**config.mk**
```make
export PLATFORM = sky130hd
export DESIGN_NAME = sensor_frame_sync_decoder_top
export DESIGN_NICKNAME = d
export VERILOG_FILES = /design/src/sfsd_pkg.sv /design/src/sensor_frame_sync_decoder_top.sv /design/src/sfsd_front.sv /design/src/sfsd_back.sv
export VERILOG_INCLUDE_DIRS = /design/src /design/src/src
export SDC_FILE = /design/constraint.sdc
export NUM_CORES = 1
export LEC_CHECK = 0
export ABC_AREA = 1
export ABC_CLOCK_PERIOD_IN_PS = 14150
export BUFFER_PORTS_ARGS = -buffer_cell sky130_fd_sc_hd__buf_4
export CAP_MARGIN = 20
export CORE_ASPECT_RATIO = 1.2
export CORE_UTILIZATION = 50
export CTS_CLUSTER_DIAMETER = 30
export DETAILED_ROUTE_END_ITERATION = 8
export HOLD_SLACK_MARGIN = 0.15
export PLACE_DENSITY = 0.74
export SLEW_MARGIN = 30
export SYNTH_ARGS = -nofsm -noshare
export SYNTH_HDL_FRONTEND = slang
export SYNTH_SLANG_ARGS = --single-unit
```
**constraint.sdc**
```tcl
create_clock -name clock -period 14.15 [get_ports clock]
set_input_delay 1.415 -clock clock [delete_from_list [all_inputs] [get_ports clock]]
set_output_delay 1.415 -clock clock [all_outputs]
set_load 0.005 [all_outputs]
```
**src/sensor_frame_sync_decoder_top_macros.svh**
```systemverilog
// Assertion macros shared by the frame sync decoder RTL.
// Depends on a clock named clock and a synchronous reset named reset in scope.
`ifndef SENSOR_FRAME_SYNC_DECODER_TOP_MACROS_SVH
`define SENSOR_FRAME_SYNC_DECODER_TOP_MACROS_SVH

// Same-cycle implication, quiet while reset is high.
`define SFSD_ASSERT_NOW(label, ante, cons, msg) \
   label: assert property (@(posedge clock) disable iff (reset) (ante) |-> (cons)) \
      else $error(msg);

// Next-cycle implication, quiet while reset is high.
`define SFSD_ASSERT_NEXT(label, ante, cons, msg) \
   label: assert property (@(posedge clock) disable iff (reset) (ante) |=> (cons)) \
      else $error(msg);

`endif

```
**src/sfsd_pkg.sv**
```systemverilog
// Shared types and constants for the sensor frame sync decoder.
// No dependencies; imported by every module of the block.
package sfsd_pkg;

   localparam int WIN_LEN   = 8;
   localparam int WIN_IDX_W = 3;
   localparam int FILL_W    = 4;
   localparam int FQ_DEPTH  = 2;
   localparam int FQ_PTR_W  = 1;
   localparam int FQ_CNT_W  = 2;
   localparam int OQ_DEPTH  = 4;
   localparam int OQ_PTR_W  = 2;
   localparam int OQ_CNT_W  = 3;
   localparam int CSR_IDX_W = 3;
   localparam int CSR_DAT_W = 23;

   localparam logic [7:0]  SYNC_BYTE_RST     = 8'd1;
   localparam logic [7:0]  VELOCITY_GAIN_RST = 8'd4;
   localparam logic [7:0]  RPM_GAIN_RST      = 8'd50;
   localparam logic [16:0] TEMP_GAIN_RST     = 17'd95515;
   localparam logic signed [22:0] TEMP_OFFSET_RST = -23'sd2572400;

   typedef enum logic [CSR_IDX_W-1:0] {
      CSR_SYNC_BYTE     = 3'd0,
      CSR_VELOCITY_GAIN = 3'd1,
      CSR_RPM_GAIN      = 3'd2,
      CSR_TEMP_GAIN     = 3'd3,
      CSR_TEMP_OFFSET   = 3'd4
   } csr_index_type;

   typedef struct packed {
      logic [7:0]         sync_byte;
      logic [7:0]         velocity_gain;
      logic [7:0]         rpm_gain;
      logic [16:0]        temp_gain;
      logic signed [22:0] temp_offset;
   } cfg_type;

   // Payload bytes of one checked frame (sync and checksum dropped).
   typedef struct packed {
      logic [7:0] vel_hi;
      logic [7:0] vel_lo;
      logic [7:0] rpm;
      logic [7:0] eng_temp;
      logic [7:0] flags;
      logic [7:0] air;
   } frame_type;

   typedef struct packed {
      logic [23:0]        velocity_tenths;
      logic [15:0]        engine_speed;
      logic signed [26:0] engine_temp;
      logic [7:0]         air_temp;
      logic               front_brake;
      logic               rear_brake;
      logic               left_turn;
      logic               right_turn;
      logic               parking_light;
   } result_type;

endpackage

```
**src/sensor_frame_sync_decoder_top.sv**
```systemverilog
// Path: a frame's last byte writes its payload into the frame queue; the multiply
// stage registers the scaled fields, which then enter the result queue for popping.
// Throughput: one byte per cycle while full is low; full rises only when two checked frames wait
// in the front queue because the result queue (four entries) is not drained.
// Reset: synchronous, active high; clears the window fill count, both queues
// and the multiply stage, and loads the registers with their default values.
// Depends on sfsd_pkg, sfsd_front and sfsd_back.
module sensor_frame_sync_decoder_top import sfsd_pkg::*; (
   input  logic                  clock,
   input  logic                  reset,
   // byte input channel
   input  logic                  req_push,
   output logic                  req_full,
   input  logic [7:0]            req_rx_byte,
   // decoded result channel
   output logic                  rsp_empty,
   input  logic                  rsp_pop,
   output logic [23:0]           rsp_velocity_tenths,
   output logic [15:0]           rsp_engine_speed,
   output logic signed [26:0]    rsp_engine_temp,
   output logic [7:0]            rsp_air_temp,
   output logic                  rsp_front_brake,
   output logic                  rsp_rear_brake,
   output logic                  rsp_left_turn,
   output logic                  rsp_right_turn,
   output logic                  rsp_parking_light,
   // register write port
   input  logic                  csr_we,
   input  logic [CSR_IDX_W-1:0]  csr_index,
   input  logic [CSR_DAT_W-1:0]  csr_wdata
);

   cfg_type    cfg_ff;
   cfg_type    cfg_in;
   logic       frame_valid;
   logic       frame_pop;
   frame_type  frame;
   result_type rsp;

   // Register file: take the low bits that fit each register, drop writes to
   // unused indexes.
   always_comb begin
      cfg_in = cfg_ff;
      if (csr_we) begin
         case (csr_index_type'(csr_index))
            CSR_SYNC_BYTE:     cfg_in.sync_byte     = csr_wdata[7:0];
            CSR_VELOCITY_GAIN: cfg_in.velocity_gain = csr_wdata[7:0];
            CSR_RPM_GAIN:      cfg_in.rpm_gain      = csr_wdata[7:0];
            CSR_TEMP_GAIN:     cfg_in.temp_gain     = csr_wdata[16:0];
            CSR_TEMP_OFFSET:   cfg_in.temp_offset   = signed'(csr_wdata[22:0]);
            default:           cfg_in = cfg_ff;
         endcase
      end
   end

   always_ff @(posedge clock) begin
      if (reset) begin
         cfg_ff.sync_byte     <= SYNC_BYTE_RST;
         cfg_ff.velocity_gain <= VELOCITY_GAIN_RST;
         cfg_ff.rpm_gain      <= RPM_GAIN_RST;
         cfg_ff.temp_gain     <= TEMP_GAIN_RST;
         cfg_ff.temp_offset   <= TEMP_OFFSET_RST;
      end else begin
         cfg_ff <= cfg_in;
      end
   end

   // Front: shift each beat into the window, check sync and checksum, and
   // queue the payload bytes of every frame that passes.
   sfsd_front u_front (
      .clock       (clock),
      .reset       (reset),
      .cfg         (cfg_ff),
      .req_push    (req_push),
      .req_rx_byte (req_rx_byte),
      .req_full    (req_full),
      .frame_valid (frame_valid),
      .frame       (frame),
      .frame_pop   (frame_pop)
   );

   // Back: scale the fields in one multiply stage, add the temperature
   // offset, and hold finished results until the consumer pops them.
   sfsd_back u_back (
      .clock       (clock),
      .reset       (reset),
      .cfg         (cfg_ff),
      .frame_valid (frame_valid),
      .frame       (frame),
      .frame_pop   (frame_pop),
      .rsp_empty   (rsp_empty),
      .rsp_pop     (rsp_pop),
      .rsp         (rsp)
   );

   assign rsp_velocity_tenths = rsp.velocity_tenths;
   assign rsp_engine_speed    = rsp.engine_speed;
   assign rsp_engine_temp     = rsp.engine_temp;
   assign rsp_air_temp        = rsp.air_temp;
   assign rsp_front_brake     = rsp.front_brake;
   assign rsp_rear_brake      = rsp.rear_brake;
   assign rsp_left_turn       = rsp.left_turn;
   assign rsp_right_turn      = rsp.right_turn;
   assign rsp_parking_light   = rsp.parking_light;

endmodule

```
**src/sfsd_front.sv**
```systemverilog
// Front end: sliding byte window, sync and checksum check, frame queue.
// Depends on sfsd_pkg and sensor_frame_sync_decoder_top_macros.svh.
`include "sensor_frame_sync_decoder_top_macros.svh"

module sfsd_front import sfsd_pkg::*; (
   input  logic      clock,
   input  logic      reset,
   input  cfg_type   cfg,
   input  logic      req_push,
   input  logic [7:0] req_rx_byte,
   output logic      req_full,
   output logic      frame_valid,
   output frame_type frame,
   input  logic      frame_pop
);

   logic [7:0]          win_ff [WIN_LEN];
   logic [FILL_W-1:0]   fill_ff, fill_in;
   logic [7:0]          cand [WIN_LEN];
   logic [7:0]          sum;
   logic                win_full, check_en, frame_ok, accept, fq_push;

   frame_type           fq_mem_ff [FQ_DEPTH];
   logic [FQ_PTR_W-1:0] fq_wr_ff, fq_wr_in, fq_rd_ff, fq_rd_in;
   logic [FQ_CNT_W-1:0] fq_cnt_ff, fq_cnt_in;

   // Window as it stands once this beat is shifted in.
   always_comb begin
      win_full = (fill_ff == FILL_W'(WIN_LEN));
      check_en = (fill_ff >= FILL_W'(WIN_LEN - 1));
      for (int i = 0; i < WIN_LEN - 1; i++) begin
         cand[i] = win_full ? win_ff[i+1] : win_ff[i];
      end
      cand[WIN_LEN-1] = req_rx_byte;
      sum = 8'd0;
      for (int i = 1; i < WIN_LEN - 1; i++) begin
         sum = sum + cand[i];
      end
      frame_ok = check_en && (cand[0] == cfg.sync_byte) && (sum == cand[WIN_LEN-1]);
   end

   assign req_full = (fq_cnt_ff == FQ_CNT_W'(FQ_DEPTH));
   assign accept   = req_push && !req_full;
   assign fq_push  = accept && frame_ok;

   always_comb begin
      fill_in = fill_ff;
      if (accept) begin
         if (frame_ok) begin
            fill_in = '0;
         end else if (!win_full) begin
            fill_in = fill_ff + FILL_W'(1);
         end
      end
   end

   always_ff @(posedge clock) begin
      if (reset) begin
         fill_ff <= '0;
      end else begin
         fill_ff <= fill_in;
      end
   end

   // Window payload: append while filling, slide once full.
   always_ff @(posedge clock) begin
      if (accept && !frame_ok) begin
         if (!win_full) begin
            win_ff[fill_ff[WIN_IDX_W-1:0]] <= req_rx_byte;
         end else begin
            for (int i = 0; i < WIN_LEN; i++) begin
               win_ff[i] <= cand[i];
            end
         end
      end
   end

   // Frame queue toward the back end.
   always_comb begin
      fq_wr_in  = fq_wr_ff + FQ_PTR_W'(fq_push);
      fq_rd_in  = fq_rd_ff + FQ_PTR_W'(frame_pop);
      fq_cnt_in = fq_cnt_ff + FQ_CNT_W'(fq_push) - FQ_CNT_W'(frame_pop);
   end

   always_ff @(posedge clock) begin
      if (reset) begin
         fq_wr_ff  <= '0;
         fq_rd_ff  <= '0;
         fq_cnt_ff <= '0;
      end else begin
         fq_wr_ff  <= fq_wr_in;
         fq_rd_ff  <= fq_rd_in;
         fq_cnt_ff <= fq_cnt_in;
      end
   end

   always_ff @(posedge clock) begin
      if (fq_push) begin
         fq_mem_ff[fq_wr_ff] <= '{vel_hi:   cand[1], vel_lo: cand[2], rpm: cand[3],
                                  eng_temp: cand[4], flags:  cand[5], air: cand[6]};
      end
   end

   assign frame_valid = (fq_cnt_ff != '0);
   assign frame       = fq_mem_ff[fq_rd_ff];

   `SFSD_ASSERT_NOW(a_fill_bound, 1'b1, fill_ff <= FILL_W'(WIN_LEN),
      "window fill count beyond window length")
   `SFSD_ASSERT_NEXT(a_frame_empties_window, fq_push, fill_ff == '0,
      "accepted frame did not empty the window")
   `SFSD_ASSERT_NOW(a_pop_needs_frame, frame_pop, frame_valid,
      "frame queue popped while empty")

endmodule

```
**src/sfsd_back.sv**
```systemverilog
// Back end: gain multiplies, offset add and the result queue.
// Depends on sfsd_pkg and sensor_frame_sync_decoder_top_macros.svh.
`include "sensor_frame_sync_decoder_top_macros.svh"

module sfsd_back import sfsd_pkg::*; (
   input  logic       clock,
   input  logic       reset,
   input  cfg_type    cfg,
   input  logic       frame_valid,
   input  frame_type  frame,
   output logic       frame_pop,
   output logic       rsp_empty,
   input  logic       rsp_pop,
   output result_type rsp
);

   logic                s1_valid_ff;
   logic [23:0]         s1_vel_ff;
   logic [15:0]         s1_rpm_ff;
   logic [24:0]         s1_temp_ff;
   logic [7:0]          s1_air_ff;
   logic [7:0]          s1_flags_ff;
   logic                issue, oq_push, oq_pop;
   logic [OQ_CNT_W:0]   in_flight;
   result_type          s2_res;

   result_type          oq_mem_ff [OQ_DEPTH];
   logic [OQ_PTR_W-1:0] oq_wr_ff, oq_wr_in, oq_rd_ff, oq_rd_in;
   logic [OQ_CNT_W-1:0] oq_cnt_ff, oq_cnt_in;

   // Reserve a queue slot for the frame in the multiply stage.
   assign in_flight = {1'b0, oq_cnt_ff} + (OQ_CNT_W+1)'(s1_valid_ff);
   assign issue     = frame_valid && (in_flight < (OQ_CNT_W+1)'(OQ_DEPTH));
   assign frame_pop = issue;

   always_ff @(posedge clock) begin
      if (reset) begin
         s1_valid_ff <= 1'b0;
      end else begin
         s1_valid_ff <= issue;
      end
   end

   always_ff @(posedge clock) begin
      if (issue) begin
         s1_vel_ff   <= 24'({frame.vel_hi, frame.vel_lo}) * 24'(cfg.velocity_gain);
         s1_rpm_ff   <= 16'(frame.rpm) * 16'(cfg.rpm_gain);
         s1_temp_ff  <= 25'(frame.eng_temp) * 25'(cfg.temp_gain);
         s1_air_ff   <= frame.air;
         s1_flags_ff <= frame.flags;
      end
   end

   always_comb begin
      s2_res.velocity_tenths = s1_vel_ff;
      s2_res.engine_speed    = s1_rpm_ff;
      s2_res.engine_temp     = signed'({2'b00, s1_temp_ff})
                             + 27'(cfg.temp_offset);
      s2_res.air_temp        = s1_air_ff;
      s2_res.front_brake     = s1_flags_ff[2];
      s2_res.rear_brake      = s1_flags_ff[3];
      s2_res.left_turn       = s1_flags_ff[0];
      s2_res.right_turn      = s1_flags_ff[1];
      s2_res.parking_light   = s1_flags_ff[4];
   end

   assign oq_push = s1_valid_ff;
   assign oq_pop  = rsp_pop && !rsp_empty;

   always_comb begin
      oq_wr_in  = oq_wr_ff + OQ_PTR_W'(oq_push);
      oq_rd_in  = oq_rd_ff + OQ_PTR_W'(oq_pop);
      oq_cnt_in = oq_cnt_ff + OQ_CNT_W'(oq_push) - OQ_CNT_W'(oq_pop);
   end

   always_ff @(posedge clock) begin
      if (reset) begin
         oq_wr_ff  <= '0;
         oq_rd_ff  <= '0;
         oq_cnt_ff <= '0;
      end else begin
         oq_wr_ff  <= oq_wr_in;
         oq_rd_ff  <= oq_rd_in;
         oq_cnt_ff <= oq_cnt_in;
      end
   end

   always_ff @(posedge clock) begin
      if (oq_push) begin
         oq_mem_ff[oq_wr_ff] <= s2_res;
      end
   end

   assign rsp_empty = (oq_cnt_ff == '0);
   assign rsp       = oq_mem_ff[oq_rd_ff];

   `SFSD_ASSERT_NOW(a_no_overflow, oq_push, oq_cnt_ff < OQ_CNT_W'(OQ_DEPTH),
      "result queue written while full")
   `SFSD_ASSERT_NEXT(a_issue_reaches_stage, issue, s1_valid_ff,
      "issued frame missing from multiply stage")
   `SFSD_ASSERT_NOW(a_slot_budget, 1'b1, in_flight <= (OQ_CNT_W+1)'(OQ_DEPTH),
      "results in flight exceed result queue depth")

endmodule
```
==> results.toml <==
[setup_path]
crit_type = "register to register"
cp.arrival_ns = 7.20
crit_required_ns = 14.41
cp_max_fo = 90
crit_start = "u_front.fill_ff[0]$_SDFFE_PP0P_"
reg2reg_from = "u_front.fill_ff[0]$_SDFFE_PP0P_"
end_kind = "register"
start_kind = "register"

[die]
fp.dieW_um = 247
die-area_mm2 = 0.0733
fp-row-count = 107
start_util_pct = 50.7
die_h_um = 296
fp.coreArea_mm2 = 0.0712
ios = 121

[sta]
post-route-period-util_pct = 49.1
skew_ns = 0.0361
tightest_slew_ns = 0.969
final_hold_viol_count = 0
fmax_mhz = 144
slew_headroom_pct = 34.7
period_minus_slack_ns = 6.94
drv_slew = 0
tns_ns = 0
setup_viol = 0
grt_setup_unrepaired = "no"

[detailed_routing]
routedWlPerCell_um = 17.6
ant_nets = 0
drc = 18
wl_mm = 81.0
dr.pass1.iters = 8
drtIter0Drc = 1893
vias = 24697
routed_via_density = 5.36

[cts]
postCtsSetupRepairBufs = 0
cts_buffer_depth = 3
htreeDepth = 3
cts.sinks = 632
insertion_delay_ns = 0.65
clkTransAtPathRegs_ns = 0.06
cts_hold_buf = 0
cts_buffers = 98
cts_tree = "done"
post_cts_resized = 0
cts_root_buf = "clkbuf_16"

[placement]
dp_hpwl_mm = 56.6
placed_cells = 4418
io_buffers = 120
globalplace.congestion = 0.922

[job]
maxCapViolations = 0

[synthesis]
syn_avg_cell_area_um2 = 10.4
synth-seq-cells = 632
synthCells = 3468
seq_area_frac_synth_pct = 50.3
synthesis.area_mm2 = 0.0361
ys_warn_count = 0
synth-main-ff-cell = "edfxtp_1"
synth.distinct_cells = 48
synth_common_cells = "577 x nand2_1, 552 x edfxtp_1, 478 x inv_1, 408 x nor2_1, 335 x o21ai_0"
synthTopCellsByArea = "edfxtp_1 46%, fa_1 13%, nand2_1 6.0%"
synth_top_area_cell = "edfxtp_1"
synth_edf_count = 552
async_reset_ff_share_pct = 0
synth_top_area_share_pct = 45.9
synth_most_common_cell = "nand2_1"
syn_nets = 3912

[grt]
grt_overflow_total = 0
track_usage_pct = 22.4
antenna_found_initial = 1
grt_pass1_wl_mm = 128
grt_max_degree = 105
grt_pass1_vias = 24530

[power]
powerDensity_mw_per_mm2 = 244
worst_ir_drop_vdd_mv = 0.223
leakage_nw = 17.1

[status]
status = "complete, but fails checks"
violations = "DRC"

[worst_hold_path]
hp-start = "cfg_ff[59]$_SDFFE_PP0P_"
hold_class = "register to register"

[layout]
final_cells = 4605
layout.nets = 4036
final_layout_size_suffix_gt1_share_pct = 11.1
area_growth_syn_to_layout_pct = 14.4
-- critical path, cell delays in order, from the launching register on --
cell and delay [ns]:
dfxtp_1 0.41, inv_1 0.10, ha_1 0.31, nand3_4 0.11, buf_4 0.64, nand2_1 0.10
o21ai_0 0.21, inv_1 0.15, fa_1 0.62, fa_1 0.46, fa_1 0.51, inv_1 0.05
ha_1 0.23, fa_1 0.58, nand2_1 0.05, nand2_1 0.06, nand3_1 0.07, nor2_1 0.12
nand3_1 0.08, nor2_1 0.09, nand2_1 0.07, nor2_2 0.19, nand3_4 0.15, nand2_4 0.67
nand2_1 0.51
-- metrics by stage --
step | worst slack (ns) | power, mW | hold WS, ns | util, % | instance area, um^2
floorplan | 6.87 | 6.40 | 0.444 | - | 36100
global placement | 7.21 | 7.54 | 0.461 | 53.1 | 37900
detailed placement | 7.36 | 7.65 | 0.463 | 53.2 | 37900
CTS | 7.24 | 10.1 | 0.476 | 58.0 | 41300
global route | 6.74 | 10.9 | 0.497 | 58.0 | 41300
finish | 7.21 | 10.1 | 0.473 | 58.0 | 41300
-- sequential cells by signal (all words and copies together), names as in the netlist, 5 cells and up --
signal / count
cfg_ff: 64
u_back.oq_mem_ff: 320
u_back.s1_air_ff: 8
u_back.s1_flags_ff: 5
u_back.s1_rpm_ff: 16
u_back.s1_temp_ff: 25
u_back.s1_vel_ff: 24
u_front.fq_mem_ff: 90
u_front.win_ff: 64
-- layout make-up --
class                           count  area [um^2]
Antenna cell                        1         2.50
Clock buffer                      113         2640
Clock inverter                     73          769
Fill cell                        5716        29900
Inverter                          482         1820
Multi-Input combinational cell   2235        15600
Sequential cell                   632        18200
Tap cell                          926         1160
Timing Repair Buffer              143         1080
-- where the power goes --
part           total (mW)  internal [mW]  switching [mW]
logic                4.82           1.87            2.95
clock network        2.41           1.47           0.933
registers            2.83           2.68           0.150
total                10.1           6.02            4.04
-- metal layers --
| metal | wire, um | track usage [%] |
|---|---|---|
| met1 | 34000 | 29.5 |
| met3 | 5170 | 3.36 |
| met5 | 13 | 0 |
| met2 | 39300 | 37.7 |
| met4 | 2530 | 8.27 |
-- cell families (layout without fill, tap and decap cells) --
kind of cell | Yosys count | count (layout) | synth area share [%]
compound gates | 601 | 601 | 9.12
xor+xnor | 85 | 85 | 2.06
fa+ha+maj | 405 | 405 | 19.0
buf+inv | 601 | 811 | 6.51
flops | 632 | 632 | 50.3
mux | 2 | 2 | 0.0554
other cells | 0 | 1 | 0
simple gates | 1142 | 1142 | 12.9
-- layout by cell type, fill, tap and decap left out, types with 5 or more instances in the layout --
master      instances
nand3_1            59
nor3_2              5
o22ai_1            80
o21bai_1            6
or2_2              38
inv_8              12
fa_1              239
o21ai_2            22
clkbuf_1            5
clkbuf_8            7
nand2_2             7
nand4_1            17
nor2_1            407
clkinv_1           10
ha_1              165
buf_4             140
clkinv_2            5
o21ai_1             7
clkinvlp_4         12
dfxtp_1            78
nand2_4             8
nand3b_1            7
nor3_1              8
o211ai_1            7
clkinv_4           10
a21o_1              7
inv_6              16
o21ai_0           334
nand2_1           577
xnor2_1            27
edfxtp_1          552
bufinv_16           5
clkbuf_16         101
a21oi_1           119
xor2_1             58
inv_1             476
-- final timing paths --
| path | end | slack, ns | cells after the start |
|---|---|---|---|
| hold reg to reg | cfg_ff[59]$_SDFFE_PP0P_ | 0.47 | 2 |
| setup / recovery | u_front.win_ff[4][5]$_DFFE_PP_ | 7.21 | 24 |
| setup reg to reg | u_front.win_ff[4][5]$_DFFE_PP_ | 7.21 | 24 |
| hold / removal | cfg_ff[59]$_SDFFE_PP0P_ | 0.47 | 2 |
No activity file was read; power rests on OpenSTA's default activity.
